## src/rtl/sync_frame_deframer_port_filter_unit_assert.svh

```systemverilog
// ----------------------------------------------------------------------------
// Assertion macros for the sync frame deframer with port filter
// Clocked on clk_i and disabled while rst_ni is low.
// ----------------------------------------------------------------------------
`ifndef SYNC_FRAME_DEFRAMER_PORT_FILTER_UNIT_ASSERT_SVH
`define SYNC_FRAME_DEFRAMER_PORT_FILTER_UNIT_ASSERT_SVH

// Antecedent implies consequent in the same cycle.
`define SFDPF_ASSERT_IMP(lbl, ante, cons) \
  lbl: assert property (@(posedge clk_i) disable iff (!rst_ni) (ante) |-> (cons)) \
    else $error("sfdpf assertion failed: implication");

// Condition must never hold.
`define SFDPF_ASSERT_NEVER(lbl, cond) \
  lbl: assert property (@(posedge clk_i) disable iff (!rst_ni) !(cond)) \
    else $error("sfdpf assertion failed: forbidden condition");

`endif

```

## src/rtl/sfdpf_pkg.sv

```systemverilog
`timescale 1ns / 1ps
// ----------------------------------------------------------------------------
// sfdpf_pkg
// Shared constants, port table and result type of the sync frame deframer.
// ----------------------------------------------------------------------------
package sfdpf_pkg;

  // Frame layout
  localparam int unsigned FRAME_BYTES = 256;
  localparam int unsigned PORT_OFFSET = 24;
  localparam int unsigned SYNC_LEN    = 4;

  // Port filter and ring defaults
  localparam int unsigned NUM_PORTS   = 18;
  localparam int unsigned TABLE_LEN   = 18;
  localparam int unsigned RING_SLOTS  = 8;

  // Sync pattern, one byte per hunt position
  function automatic logic [7:0] sync_byte(logic [1:0] pos);
    logic [7:0] val;
    case (pos)
      2'd0:    val = 8'h11;
      2'd1:    val = 8'h22;
      2'd2:    val = 8'h33;
      2'd3:    val = 8'h44;
      default: val = 8'h11;
    endcase
    return val;
  endfunction

  // Destination port table
  function automatic logic [15:0] port_entry(int unsigned k);
    logic [15:0] val;
    case (k)
      0:       val = 16'h9002;
      1:       val = 16'h7000;
      2:       val = 16'h8000;
      3:       val = 16'h9000;
      4:       val = 16'h9100;
      5:       val = 16'h9200;
      6:       val = 16'h9300;
      7:       val = 16'h9400;
      8:       val = 16'h9500;
      9:       val = 16'h9600;
      10:      val = 16'h9700;
      11:      val = 16'h6000;
      12:      val = 16'h6200;
      13:      val = 16'h6100;
      14:      val = 16'h6400;
      15:      val = 16'h6600;
      16:      val = 16'h6300;
      17:      val = 16'h6700;
      default: val = 16'h0000;
    endcase
    return val;
  endfunction

  // One result request
  typedef struct packed {
    logic        byte_taken;
    logic [7:0]  byte_index;
    logic [7:0]  byte_out;
    logic        frame_end;
    logic        forward;
    logic [15:0] dest_port;
    logic [2:0]  frame_slot;
  } result_t;

endpackage

```

## src/rtl/sfdpf_port_match.sv

```systemverilog
`timescale 1ns / 1ps
// ----------------------------------------------------------------------------
// sfdpf_port_match
// Parallel compare of a destination port against the first NUM_PORTS table
// entries.
// ----------------------------------------------------------------------------
module sfdpf_port_match #(
  parameter int unsigned NUM_PORTS = sfdpf_pkg::NUM_PORTS
) (
  input  logic [15:0] port_i,
  output logic        hit_o
);

  logic [NUM_PORTS-1:0] hit_vec;

  // Compare every listed entry; slots past the table never match
  for (genvar k = 0; k < NUM_PORTS; k++) begin : g_cmp
    if (k < sfdpf_pkg::TABLE_LEN) begin : g_entry
      assign hit_vec[k] = (port_i == sfdpf_pkg::port_entry(k));
    end else begin : g_none
      assign hit_vec[k] = 1'b0;
    end
  end

  assign hit_o = |hit_vec;

endmodule

```

## src/rtl/sfdpf_in_reg.sv

```systemverilog
`timescale 1ns / 1ps
// ----------------------------------------------------------------------------
// sfdpf_in_reg
// Input register: holds one received byte until the core takes it.
// ----------------------------------------------------------------------------
module sfdpf_in_reg (
  input  logic       clk_i,
  input  logic       rst_ni,
  input  logic       in_valid_i,
  output logic       in_stall_o,
  input  logic [7:0] rx_byte_i,
  input  logic       advance_i,
  output logic       valid_o,
  output logic [7:0] byte_o
);

  logic       valid_d, valid_q;
  logic [7:0] byte_d, byte_q;
  logic       accept;

  // Stall only while a held byte cannot move on
  assign in_stall_o = valid_q && !advance_i;
  assign accept     = in_valid_i && !in_stall_o;

  // Load on accept, drain when the byte moves to the core
  always_comb begin
    valid_d = valid_q;
    byte_d  = byte_q;
    if (accept) begin
      valid_d = 1'b1;
      byte_d  = rx_byte_i;
    end else if (advance_i) begin
      valid_d = 1'b0;
    end
  end

  always_ff @(posedge clk_i or negedge rst_ni) begin
    if (!rst_ni) begin
      valid_q <= 1'b0;
    end else begin
      valid_q <= valid_d;
    end
  end

  always_ff @(posedge clk_i) begin
    byte_q <= byte_d;
  end

  assign valid_o = valid_q;
  assign byte_o  = byte_q;

endmodule

```

## src/rtl/sfdpf_core.sv

```systemverilog
`timescale 1ns / 1ps
// ----------------------------------------------------------------------------
// sfdpf_core
// Sync hunt, frame position tracking, port capture and ring slot state.
// ----------------------------------------------------------------------------
module sfdpf_core #(
  parameter int unsigned NUM_PORTS  = sfdpf_pkg::NUM_PORTS,
  parameter int unsigned RING_SLOTS = sfdpf_pkg::RING_SLOTS
) (
  input  logic                clk_i,
  input  logic                rst_ni,
  input  logic                fire_i,
  input  logic [7:0]          byte_i,
  output sfdpf_pkg::result_t  result_o
);

  localparam int unsigned SlotW = (RING_SLOTS > 1) ? $clog2(RING_SLOTS) : 1;

  logic [7:0]       pos_d, pos_q;
  logic [7:0]       port_low_d, port_low_q;
  logic [7:0]       port_high_d, port_high_q;
  logic [SlotW-1:0] slot_d, slot_q;

  logic [SlotW:0]   slot_inc;
  logic [SlotW+2:0] slot_ext;
  logic [8:0]       pos_inc;
  logic [15:0]      port_val;
  logic             port_hit;

  assign pos_inc  = {1'b0, pos_q} + 9'd1;
  assign slot_inc = {1'b0, slot_q} + {{SlotW{1'b0}}, 1'b1};
  assign slot_ext = {3'b000, slot_q};

  // Port as seen after this byte's capture
  always_comb begin
    port_val = {port_high_q, port_low_q};
    if (pos_q == 8'(sfdpf_pkg::PORT_OFFSET)) begin
      port_val[7:0] = byte_i;
    end
    if (pos_q == 8'(sfdpf_pkg::PORT_OFFSET + 1)) begin
      port_val[15:8] = byte_i;
    end
  end

  sfdpf_port_match #(
    .NUM_PORTS(NUM_PORTS)
  ) u_match (
    .port_i(port_val),
    .hit_o (port_hit)
  );

  // Hunt sync, collect payload, close frame
  always_comb begin
    pos_d       = pos_q;
    port_low_d  = port_low_q;
    port_high_d = port_high_q;
    slot_d      = slot_q;

    result_o            = '0;
    result_o.byte_out   = byte_i;
    result_o.frame_slot = slot_ext[2:0];

    if (pos_q < 8'(sfdpf_pkg::SYNC_LEN)) begin
      if (byte_i == sfdpf_pkg::sync_byte(pos_q[1:0])) begin
        result_o.byte_taken = 1'b1;
        result_o.byte_index = pos_q;
        pos_d               = pos_inc[7:0];
      end else begin
        pos_d = 8'd0;
      end
    end else begin
      result_o.byte_taken = 1'b1;
      result_o.byte_index = pos_q;
      port_low_d          = port_val[7:0];
      port_high_d         = port_val[15:8];
      if (pos_inc >= 9'(sfdpf_pkg::FRAME_BYTES)) begin
        result_o.frame_end = 1'b1;
        result_o.dest_port = port_val;
        result_o.forward   = port_hit;
        pos_d              = 8'd0;
        if (slot_inc >= (SlotW+1)'(RING_SLOTS)) begin
          slot_d = '0;
        end else begin
          slot_d = slot_inc[SlotW-1:0];
        end
      end else begin
        pos_d = pos_inc[7:0];
      end
    end
  end

  // Advance state only when a byte moves through
  always_ff @(posedge clk_i or negedge rst_ni) begin
    if (!rst_ni) begin
      pos_q       <= 8'd0;
      port_low_q  <= 8'd0;
      port_high_q <= 8'd0;
      slot_q      <= '0;
    end else if (fire_i) begin
      pos_q       <= pos_d;
      port_low_q  <= port_low_d;
      port_high_q <= port_high_d;
      slot_q      <= slot_d;
    end
  end

endmodule

```

## src/rtl/sfdpf_out_reg.sv

```systemverilog
`timescale 1ns / 1ps
// ----------------------------------------------------------------------------
// sfdpf_out_reg
// Result register: holds one result request until the receiver takes it.
// ----------------------------------------------------------------------------
module sfdpf_out_reg (
  input  logic               clk_i,
  input  logic               rst_ni,
  input  logic               load_i,
  input  sfdpf_pkg::result_t result_i,
  output logic               advance_o,
  output logic               out_valid_o,
  input  logic               out_stall_i,
  output sfdpf_pkg::result_t result_o
);

  logic               valid_d, valid_q;
  sfdpf_pkg::result_t data_d, data_q;

  // Room when empty or when the held result leaves this cycle
  assign advance_o = !valid_q || !out_stall_i;

  always_comb begin
    valid_d = valid_q;
    data_d  = data_q;
    if (load_i) begin
      valid_d = 1'b1;
      data_d  = result_i;
    end else if (!out_stall_i) begin
      valid_d = 1'b0;
    end
  end

  always_ff @(posedge clk_i or negedge rst_ni) begin
    if (!rst_ni) begin
      valid_q <= 1'b0;
    end else begin
      valid_q <= valid_d;
    end
  end

  always_ff @(posedge clk_i) begin
    data_q <= data_d;
  end

  assign out_valid_o = valid_q;
  assign result_o    = data_q;

endmodule

```

## src/rtl/sync_frame_deframer_port_filter_unit.sv

```systemverilog
`timescale 1ns / 1ps
// ----------------------------------------------------------------------------
// sync_frame_deframer_port_filter_unit
// Sync-word deframer for fixed-length frames with destination-port filter.
// ----------------------------------------------------------------------------
// Usage:
//   Input channel carries one received serial byte per request
//   (in_valid_i / in_stall_o / rx_byte_i). Output channel returns exactly
//   one result request per byte (out_valid_o / out_stall_i) with the byte
//   echoed, its frame index, and at frame end the destination port, the
//   forward flag and the ring slot the frame used.
//   From accept to out_valid_o a byte passes one input register, then the
//   core logic into the result register.
//   Throughput is one byte per cycle while the receiver does not stall;
//   the core state (frame position, captured port, ring slot) updates per byte.
//   Reset clears both registers' valid flags and returns the core to the
//   hunt for the first sync byte at ring slot 0.
//   While the receiver stalls, the held result stays put and one more byte
//   is still accepted if the input register is empty; after that in_stall_o
//   rises until the result is taken.
// ----------------------------------------------------------------------------
`include "sync_frame_deframer_port_filter_unit_assert.svh"

module sync_frame_deframer_port_filter_unit #(
  parameter int unsigned NUM_PORTS  = sfdpf_pkg::NUM_PORTS,
  parameter int unsigned RING_SLOTS = sfdpf_pkg::RING_SLOTS
) (
  input  logic        clk_i,
  input  logic        rst_ni,
  input  logic        in_valid_i,
  output logic        in_stall_o,
  input  logic [7:0]  rx_byte_i,
  output logic        out_valid_o,
  input  logic        out_stall_i,
  output logic        byte_taken_o,
  output logic [7:0]  byte_index_o,
  output logic [7:0]  byte_out_o,
  output logic        frame_end_o,
  output logic        forward_o,
  output logic [15:0] dest_port_o,
  output logic [2:0]  frame_slot_o
);

  logic               advance;
  logic               held_valid;
  logic [7:0]         held_byte;
  logic               fire;
  sfdpf_pkg::result_t core_result;
  sfdpf_pkg::result_t out_result;

  // Move a byte through the core when the result register has room
  assign fire = held_valid && advance;

  sfdpf_in_reg u_in (
    .clk_i     (clk_i),
    .rst_ni    (rst_ni),
    .in_valid_i(in_valid_i),
    .in_stall_o(in_stall_o),
    .rx_byte_i (rx_byte_i),
    .advance_i (advance),
    .valid_o   (held_valid),
    .byte_o    (held_byte)
  );

  sfdpf_core #(
    .NUM_PORTS (NUM_PORTS),
    .RING_SLOTS(RING_SLOTS)
  ) u_core (
    .clk_i   (clk_i),
    .rst_ni  (rst_ni),
    .fire_i  (fire),
    .byte_i  (held_byte),
    .result_o(core_result)
  );

  sfdpf_out_reg u_out (
    .clk_i      (clk_i),
    .rst_ni     (rst_ni),
    .load_i     (fire),
    .result_i   (core_result),
    .advance_o  (advance),
    .out_valid_o(out_valid_o),
    .out_stall_i(out_stall_i),
    .result_o   (out_result)
  );

  // Unpack result fields
  assign byte_taken_o = out_result.byte_taken;
  assign byte_index_o = out_result.byte_index;
  assign byte_out_o   = out_result.byte_out;
  assign frame_end_o  = out_result.frame_end;
  assign forward_o    = out_result.forward;
  assign dest_port_o  = out_result.dest_port;
  assign frame_slot_o = out_result.frame_slot;

  // Checks
  `SFDPF_ASSERT_IMP(a_end_taken, out_valid_o && frame_end_o, byte_taken_o)
  `SFDPF_ASSERT_IMP(a_fwd_end, out_valid_o && forward_o, frame_end_o)
  `SFDPF_ASSERT_IMP(a_port_idle, out_valid_o && !frame_end_o, dest_port_o == 16'd0)
  `SFDPF_ASSERT_IMP(a_stall_full, in_stall_o, out_valid_o && out_stall_i)
  `SFDPF_ASSERT_NEVER(a_index_untaken, out_valid_o && !byte_taken_o && (byte_index_o != 8'd0))

endmodule
```

## config.mk

```make
export PLATFORM = sky130hd
export DESIGN_NAME = sync_frame_deframer_port_filter_unit
export DESIGN_NICKNAME = d
export VERILOG_FILES = /design/src/rtl/sfdpf_pkg.sv /design/src/rtl/sfdpf_port_match.sv /design/src/rtl/sfdpf_in_reg.sv /design/src/rtl/sfdpf_core.sv /design/src/rtl/sfdpf_out_reg.sv /design/src/rtl/sync_frame_deframer_port_filter_unit.sv
export VERILOG_INCLUDE_DIRS = /design/src /design/src/rtl
export SDC_FILE = /design/constraint.sdc
export NUM_CORES = 1
export LEC_CHECK = 0
export BUFFER_PORTS_ARGS = -buffer_cell sky130_fd_sc_hd__buf_2
export CAP_MARGIN = 15
export CORE_MARGIN = 2
export CORE_UTILIZATION = 50
export DETAILED_ROUTE_END_ITERATION = 10
export PLACE_DENSITY = 0.71
export SETUP_SLACK_MARGIN = 0.1
export SYNTH_ARGS = -nofsm -noshare
export SYNTH_HDL_FRONTEND = slang
export SYNTH_HIERARCHICAL = 1
export SYNTH_SLANG_ARGS = --single-unit
```

## constraint.sdc

```tcl
create_clock -name clk_i -period 3.5 [get_ports clk_i]
set_input_delay 0.7 -clock clk_i [delete_from_list [all_inputs] [get_ports clk_i]]
set_output_delay 0.7 -clock clk_i [all_outputs]
set_load 0.01 [all_outputs]
```

==> results of run 1 <==
## sequential cells by signal (all words and copies together), names as in the netlist
signal              flops
u_out/out_valid_o       1
u_in/valid_o            1
u_core/pos_q            8
u_out/result_o         38
u_core/slot_q           3
u_core/port_high_q      8
u_in/byte_o             8
u_core/port_low_q       8
## cell usage after synthesis, drive strengths merged, types with 4 or more instances
cell type  count
nor2           6
clkbuf        11
nand2          8
ha             6
nand3         13
mux2          33
dfrtp         29
nor4           4
or3            4
buf           10
edfxtp        46
inv            9
and2          20
## layout by cell type, fill, tap and decap left out, types with 4 or more instances in the layout
master / synthesis / routed
buf_2: 2 / 51
edfxtp_1: 46 / 46
mux2_2: 33 / 33
dfrtp_1: 29 / 29
and2_1: 18 / 17
nand3_1: 11 / 11
clkbuf_8: 0 / 9
inv_1: 9 / 9
nand2_1: 8 / 8
ha_1: 6 / 6
nor2_1: 5 / 5
or3_1: 4 / 4
nor4_1: 4 / 4
## per-layer routing
layer  wire length, um  GRT usage, %
met5                 0             0
met2              2650         25.78
met4               108         8.225
met1              2724         23.04
met3               237         4.183
## path summary, 6_finish.rpt
path	cells after the start	to	slack (ns)	startpoint
setup reg to reg	7	u_out/result_o[19]$_DFFE_PP_	0.70	u_core/pos_q[7]$_DFFE_PN0P_
min in group clk_i	0	u_out/result_o[2]$_DFFE_PP_	0.47	u_core/slot_q[2]$_DFFE_PN0P_
hold / removal	1	u_core/slot_q[2]$_DFFE_PN0P_	0.39	rst_ni
setup / recovery	7	u_out/result_o[19]$_DFFE_PP_	0.70	u_core/pos_q[7]$_DFFE_PN0P_
max in group asynchronous	1	u_core/port_high_q[3]$_DFFE_PN0P_	2.67	rst_ni
hold reg to reg	0	u_out/result_o[2]$_DFFE_PP_	0.47	u_core/slot_q[2]$_DFFE_PN0P_
## kinds of logic (layout without fill, tap and decap cells)
family / after synthesis / in the layout / share of synthesized area [%]
buf+inv: 30 / 77 / 4.411
compound gates: 16 / 16 / 3.878
xor+xnor: 4 / 4 / 1.065
simple gates: 70 / 70 / 13.04
fa+ha+maj: 6 / 6 / 2.281
mux: 33 / 33 / 11.29
flops: 75 / 75 / 64.03
## through the flow
| stage | area [um^2] | instances | util, % |
|---|---|---|---|
| after floorplan | 3291 | 234 | - |
| after global placement | 3540 | 342 | 55.74 |
| after detailed placement | 3540 | 342 | 55.74 |
| after CTS | 3746 | 358 | 59.00 |
| after global routing | 3746 | 358 | 59.00 |
| final | 3746 | 358 | 59.00 |
## power by group through the flow
stage / clock, W / combinational (W) / sequential, W
3_5_place_dp: 0 / 0.000254 / 0.00114
3_3_place_gp: 0 / 0.000249 / 0.00114
5_1_grt: 0.000745 / 0.000279 / 0.00114
4_1_cts: 0.000707 / 0.000254 / 0.00113
6_report: 0.000689 / 0.000250 / 0.00112
2_1_floorplan: 0 / 0.000180 / 0.00113
## layout make-up
cell class	count	area (um^2)	share of cell area (%)
clock buffers	9	123.9	3.307
clock inverters	7	82.58	2.204
inverters	9	33.78	0.9018
multi-input cells	129	1040	27.76
flip-flops and latches	75	2107	56.25
well taps	77	96.34	2.572
repair buffers	52	262.8	7.014
==> impl_metrics.toml, run 1 <==
[status]
status = "finished, final reports clean"

[clock_network]
postCtsHoldBufs = 0
clkSlewWorstSetupHoldPaths_ns = 0.07
clock_sinks = 75
root_buffer = "clkbuf_8"
clock_latency_ns = 0.34
cts_tree = "built"
cts.path.max_buffers = 2
numCtsBuffers = 9
cts_resized = 0
postCtsSetupBuffers = 0
htree_levels = 3

[setup_path]
critical_path.startpoint_type = "register"
path_max_fanout = 8
crit_arrival_ns = 3.01
critPathSlowestCell = "nor4_1"
worst-path-buf-inv = 0
critPathRequiredTime_ns = 3.71
worstPathCellList = "nor4_1 -> nand3_1 -> mux2_2 -> nor3_2 -> nand4_1 -> a221oi_2 -> and2_1"
crit_family = "simple AND/OR/NAND/NOR gates"
crit_path_max_incr_delay_ns = 0.53
endpoint_kind = "register"
critical_path_class = "register to register"

[synthesis]
yosys_warnings = 6
synth_area_leaders = "edfxtp_1 42%, dfrtp_1 22%, mux2_2 11%, and2_1 3.4%, ha_1 2.3%"
synth_top_area_share_pct = 41.98
synth_edf_count = 46
ys.flop_type = "edfxtp_1"
syn_avg_cell_area_um2 = 14.06
syn-cell-area_um2 = 3291
async_reset_ff_share_pct = 38.67
synth.distinct_cells = 44
syn-instance-count = 234
yosys.area.top_type = "edfxtp_1"
syn-num-nets = 252
ys_ff_latch = 75
ys_seq_area_share_pct = 64.03

[drt]
drt_iter0_drc = 144
firstDrtPassIters = 4
drt-wirelength-per-cell_um = 15.98
ant_nets = 0
remaining_drc_errors = 0
viasPerCell = 5.302
wl_um = 5721
vias = 1898

[floorplanning]
die_w_um = 85.13
initial_core_util_pct = 51.82
core_um2 = 6350
pin_count = 52
die_h_um = 85.13
dieArea_um2 = 7246
placementRows = 29

[timing]
finalSetupViolCount = 0
max_freq_mhz = 357.0
slew_headroom_pct = 54.68
worst-slew-pin-transition_ns = 0.6798
fin_crit_sh_pct = 80.03
hold_slack_ns = 0.3932
drv_slew = 0
rsz0062_at_grt = "false"
fin_skew_ns = 0.004726
setup_tns_ns = 0
layout_setup_ws_ns = 0.6990
period_needed_ns = 2.801
hold_violations = 0

[placed_design]
gp_congestion = 0.7483
pre_cts_ws_ns = 0.8080
port_buffers = 51
dp_hpwl_um = 3896

[run]
cap_violations = 0

[global_routing]
grt_overflow = 0
grt_use_total_pct = 16.98
grt_pass1_vias = 1864
grt_max_degree = 42
antenna_found_initial = 0
grt_pass1_wl_um = 9370

[layout]
drive_gt1_share_pct = 38.79
nets = 294
antenna_cells = 0
n_fill_cell = 505
syn_to_final_growth_pct = 13.84

[pwr]
power_frac_clock_pct = 33.4
swShare_pct = 25.70
cellLeakagePower_nw = 1.638
ir_worst_vdd_mv = 0.2657
switching_power_w = 0.0005306
p_seq_share_pct = 54.5
p_per_area_nw_per_um2 = 551.0
p_int_w = 0.001534
total_power_w = 0.002064
combPwrFrac_pct = 12.1

[hold_path]
hold_path_class = "input port to async pin"
Power figures use the tool's default switching activity.
==> run 2, diff against run 1 <==
- ABC_AREA: default -> 1
- PLACE_DENSITY: 0.71 -> 0.73
- clock period: 3.5 -> 2.5 ns (I/O delays scaled with it)
==> run 2 against run 1 <==
Sequential share of layout area down 4.2 points. Cell count up 36%. Global-route usage up 1.6 points. Die area up 5.2%. Clock power up 87%. Critical path depth up 6. Critical path type unchanged.
==> impl_metrics.toml, run 2 <==
[synthesis]
synth.distinct_cells = 29
ys.flop_type = "edfxtp_1"
yosys.area.top_type = "edfxtp_1"
ys_seq_area_share_pct = 60.71
yosys_warnings = 6
async_reset_ff_share_pct = 38.67
syn-instance-count = 355
synth_top_area_share_pct = 39.80
syn-cell-area_um2 = 3471
synth_edf_count = 46
syn-num-nets = 373
synthTopCellsByCount = "110 x nand2_1, 46 x edfxtp_1, 45 x inv_1, 29 x dfrtp_1, 24 x nor2_1"
ys_ff_latch = 75
syn_avg_cell_area_um2 = 9.777
synth_area_leaders = "edfxtp_1 40%, dfrtp_1 21%, nand2_1 12%, inv_1 4.9%, o21ai_2 2.8%"
synth.most_common_cell = "nand2_1"

[layout]
layout_commonest_cell = "nand2_1"
final_util_pct = 59.87
antenna_cells = 0
layout_common_cells = "110 x nand2_1, 51 x buf_2, 46 x edfxtp_1"
n_fill_cell = 560
syn_to_final_growth_pct = 16.55
drive_gt1_share_pct = 23.89
fin_area_um2 = 4045
nets = 419
largest_register_ffs = 38

[drt]
vias = 2429
wl_um = 6548
ant_nets = 0
remaining_drc_errors = 0
drt_iter0_drc = 230
viasPerCell = 4.998
firstDrtPassIters = 6
drt-wirelength-per-cell_um = 13.47

[setup_path]
critPathRequiredTime_ns = 2.60
crit_family = "simple AND/OR/NAND/NOR gates"
regToRegEndpoint = "u_out/result_o[19]$_DFFE_PP_"
crit_arrival_ns = 2.38
ff2ff_setup_slack_ns = 0.22
crit_path_max_incr_delay_ns = 0.43
endpoint_kind = "register"
worstPathCellList = "inv_1 -> ha_1 -> inv_1 -> nor2_1 -> nand2_4 -> o21ai_2 -> inv_1 -> nor3_1 -> nor2_1 -> nand2_1 -> nor2_1 -> inv_1 -> nor2_1"
critical_path_class = "register to register"
path_max_fanout = 16
cp_num_cells = 13
reg2reg_from = "u_core/pos_q[1]$_DFFE_PN0P_"
critPathSlowestCell = "dfrtp_1"
worst-path-buf-inv = 4
worstRegToRegCells = 13
critical_path.startpoint_type = "register"

[timing]
worst-slew-pin-transition_ns = 0.6795
slew_headroom_pct = 54.70
fin_skew_ns = 0.005691
fin_crit_sh_pct = 91.13
setup_tns_ns = 0
drv_slew = 0
rsz0062_at_grt = "false"
period_needed_ns = 2.278
hold_violations = 0
hold_slack_ns = 0.1810
max_freq_mhz = 438.9
finalSetupViolCount = 0

[global_routing]
grt_pass1_vias = 2150
grt_pass1_wl_um = 10610
top_usage_layer = "met1"
met1_usage_pct = 27.02
gr-usage-met3_pct = 3.886
grt_overflow = 0
grt_max_degree = 30
grt.met2_usage_pct = 26.38
grt_use_total_pct = 18.57
antenna_found_initial = 0

[floorplanning]
initial_core_util_pct = 51.37
core_um2 = 6756
die_w_um = 87.32
pin_count = 52
dieArea_um2 = 7624
die_h_um = 87.32
placementRows = 30

[clock_network]
clock_sinks = 75
clock_latency_ns = 0.35
htree_levels = 3
cts_tree = "built"
numCtsBuffers = 9
postCtsHoldBufs = 0
clkSlewWorstSetupHoldPaths_ns = 0.07
root_buffer = "clkbuf_8"
cts.path.max_buffers = 2

[pwr]
cellLeakagePower_nw = 1.959
p_per_area_nw_per_um2 = 787.0
ir_worst_vdd_mv = 0.4265

[placed_design]
gp_congestion = 0.9275
place_area_um2 = 3732
port_buffers = 51
dp_hpwl_um = 4589

[hold_path]
hold_path_class = "input port to async pin"

[run]
cap_violations = 0

[status]
status = "finished, final reports clean"
-- run 2: cell count changes in the layout (fill, tap and decap cells not counted), sizes merged, moves of 18 or more --
cell | before | now
nor2 | 6 | 24
o21ai | 1 | 23
inv | 9 | 47
mux2 | 33 | 0
nand2 | 8 | 115
-- run 2: metal layers --
layer  vias up  wire length (um)
li1       1201                 -
met1      1092              3068
met2       120              2863
met3        16               477
met4         0               138
met5         -                 0
-- run 2: worst reg2reg max path: cells and delay by family, from the launching register on --
kind	cells	cell delay, ns
AO/OA/AOI/OAI	1	0.26
adder cells (fa/ha/maj)	1	0.18
buffers and inverters	4	0.34
flip-flops	1	0.43
AND/OR/NAND/NOR	7	0.84
-- run 2: cell families (layout without fill, tap and decap cells) --
logic type | Yosys count | count (layout) | share of synthesized area, %
XOR/XNOR | 7 | 7 | 1.766
AO/OA/AOI/OAI | 29 | 29 | 5.588
adder cells (fa/ha/maj) | 6 | 6 | 2.163
buffers and inverters | 67 | 118 | 8.652
flip-flops | 75 | 75 | 60.71
AND/OR/NAND/NOR | 171 | 171 | 21.13
-- run 2: worst max-delay path by stage --
stage                                         to  slack, ns                   startpoint
floorplan           u_core/slot_q[1]$_DFFE_PN0P_       0.14                  out_stall_i
global placement    u_out/result_o[19]$_DFFE_PP_       0.35  u_core/pos_q[1]$_DFFE_PN0P_
detailed placement  u_out/result_o[19]$_DFFE_PP_       0.27  u_core/pos_q[1]$_DFFE_PN0P_
CTS                 u_out/result_o[19]$_DFFE_PP_       0.19  u_core/pos_q[1]$_DFFE_PN0P_
global route        u_out/result_o[19]$_DFFE_PP_       0.12  u_core/pos_q[1]$_DFFE_PN0P_
finish              u_out/result_o[19]$_DFFE_PP_       0.22  u_core/pos_q[1]$_DFFE_PN0P_
-- run 2: power by group --
group          internal, W  total [W]  switching [W]
combinational     0.000133   0.000419       0.000286
sequential         0.00142    0.00148      0.0000552
clock             0.000864    0.00129       0.000421
-- run 2: per-stage QoR --
step	power, W	worst slack (ns)	std cells
2_1_floorplan	0.001779	0.1412	355
3_3_place_gp	0.001899	0.3519	470
3_5_place_dp	0.001916	0.2678	470
4_1_cts	0.003207	0.1867	486
5_1_grt	0.003325	0.1231	486
6_report	0.003184	0.2217	486
-- run 2: final cells by class --
| cell class | instances | area (um^2) | share of cell area [%] |
|---|---|---|---|
| Multi-Input combinational cell | 213 | 1089 | 26.91 |
| Timing Repair Buffer | 55 | 285.3 | 7.052 |
| Clock inverter | 7 | 163.9 | 4.052 |
| Sequential cell | 75 | 2107 | 52.09 |
| Clock buffer | 9 | 123.9 | 3.062 |
| Tap cell | 80 | 100.1 | 2.474 |
| Inverter | 47 | 176.4 | 4.361 |
-- run 2: what timing repair did --
action | 4_1_cts | 5_1_grt
setup endpoints to repair | 0 | 1
setup buffers | 0 | 0
resized for setup | 0 | 6
==> run 3, diff against run 2 <==
- CORE_UTILIZATION: 50 -> 45
- PLACE_DENSITY: 0.73 -> 0.67
==> run 3 against run 2 <==
Cell count grew 4.7%. Worst setup slack better by 0.12 ns. Sequential power is essentially flat. Critical path depth is 3 higher. Critical path type unchanged. Critical endpoint unchanged. Largest power group unchanged. Highest routed layer unchanged.
==> impl_metrics.toml, run 3 (same netlist as run 2, synthesis figures left out) <==
[timing]
worst-slew-pin-transition_ns = 0.6990
hold_slack_ns = 0.2012
drv_slew = 0
fin_skew_ns = 0.01144
period_needed_ns = 2.158
setup_tns_ns = 0
hold_violations = 0
finalSetupViolCount = 0
rsz0062_at_grt = "false"
max_freq_mhz = 463.5
slew_headroom_pct = 53.40
fin_crit_sh_pct = 86.30

[clock_network]
cts_tree = "built"
numCtsBuffers = 9
clock_latency_ns = 0.34
htree_levels = 3
cts.path.max_buffers = 2
root_buffer = "clkbuf_8"
clkSlewWorstSetupHoldPaths_ns = 0.07
clock_sinks = 75
postCtsSetupBuffers = 0

[pwr]
total_power_w = 0.002884
p_per_area_nw_per_um2 = 716.8
cellLeakagePower_nw = 1.909
ir_worst_vdd_mv = 0.3108

[drt]
drt-wirelength-per-cell_um = 12.69
ant_nets = 0
viasPerCell = 4.713
wl_um = 6458
drt_iter0_drc = 148
firstDrtPassIters = 4
remaining_drc_errors = 0
vias = 2399

[floorplanning]
pin_count = 52
die_h_um = 91.83
core_um2 = 7607
die_w_um = 91.83
dieArea_um2 = 8432
initial_core_util_pct = 45.63
placementRows = 32

[layout]
drive_gt1_share_pct = 24.08
syn_to_final_growth_pct = 15.93
antenna_cells = 0
largest_register_ffs = 38
instances_no_fill = 509
nets = 420
layout_commonest_cell = "nand2_1"
layout_common_cells = "110 x nand2_1, 51 x buf_2, 46 x edfxtp_1"
fin_area_um2 = 4024

[setup_path]
ff2ff_setup_slack_ns = 0.34
critical_path.startpoint_type = "register"
crit_arrival_ns = 2.36
critPathRequiredTime_ns = 2.70
worstRegToRegCells = 16
reg2reg_from = "u_core/pos_q[0]$_DFFE_PN0P_"
startpoint = "u_core/pos_q[0]$_DFFE_PN0P_"
path_max_fanout = 16
endpoint_kind = "register"
critical_path_class = "register to register"
regToRegEndpoint = "u_out/result_o[19]$_DFFE_PP_"

[global_routing]
grt_overflow = 0
grt_pass1_vias = 2289
grt_pass1_wl_um = 10870
grt_use_total_pct = 16.63
antenna_found_initial = 0
grt_max_degree = 30

[placed_design]
dp.cells = 493
place_area_um2 = 3780
port_buffers = 51
gp_congestion = 0.8718
dp_hpwl_um = 4580

[run]
cap_violations = 0

[status]
status = "finished, final reports clean"

[hold_path]
hold_path_class = "input port to async pin"
## run 3: power breakdown
group          switching, W  internal [W]
logic              0.000280      0.000139
clock network      0.000430      0.000557
registers         0.0000542       0.00142
## run 3: worst max path at each step
stage / to / cells after the start
final: u_out/result_o[19]$_DFFE_PP_ / 16
after global routing: u_out/result_o[19]$_DFFE_PP_ / 16
after CTS: u_out/result_o[19]$_DFFE_PP_ / 15
after detailed placement: u_out/result_o[19]$_DFFE_PP_ / 15
after global placement: u_out/result_o[19]$_DFFE_PP_ / 13
after floorplan: u_core/slot_q[1]$_DFFE_PN0P_ / 8
## run 3: critical path, cell delays in order, from the launching register on
cell and delay, ns:
dfrtp_1 0.44, inv_1 0.15, ha_1 0.16, inv_1 0.04
nor2_1 0.12, nand2_2 0.23, nand2_1 0.15, o21ai_2 0.08
inv_1 0.07, nand2_1 0.06, nor2_1 0.09, nand2_1 0.06
nor2_1 0.08, nand2_1 0.06, nor2_1 0.08, inv_1 0.05
nor2_1 0.09
## run 3: per-stage QoR
stage               utilization, %  setup slack (ns)
global placement             49.69            0.3286
finish                       52.89            0.3424
floorplan                        -            0.1412
detailed placement           49.69            0.2988
global route                 52.89            0.1113
CTS                          52.53            0.2555
## run 3: metal layers
metal / vias up / track usage [%] / part of all wire, %
li1: 1207 / - / -
met1: 1114 / 24.58 / 49
met2: 72 / 23.90 / 44
met3: 6 / 3.780 / 5.4
met4: 0 / 6.468 / 0.99
met5: - / 0 / 0
## run 3: cell type report
cell class | count | area (um^2)
Sequential cell | 75 | 2107
Inverter | 47 | 176.4
Multi-Input combinational cell | 213 | 1091
Clock inverter | 7 | 92.59
Timing Repair Buffer | 56 | 305.3
Clock buffer | 9 | 123.9
Fill cell | 716 | 3583
Tap cell | 102 | 127.6
## run 3: timing repair
item | CTS | global route
setup endpoints to repair | 0 | 1
resized for setup | 0 | 6
endpoints found under the hold margin | 0 | 0
hold buffers | 0 | 0
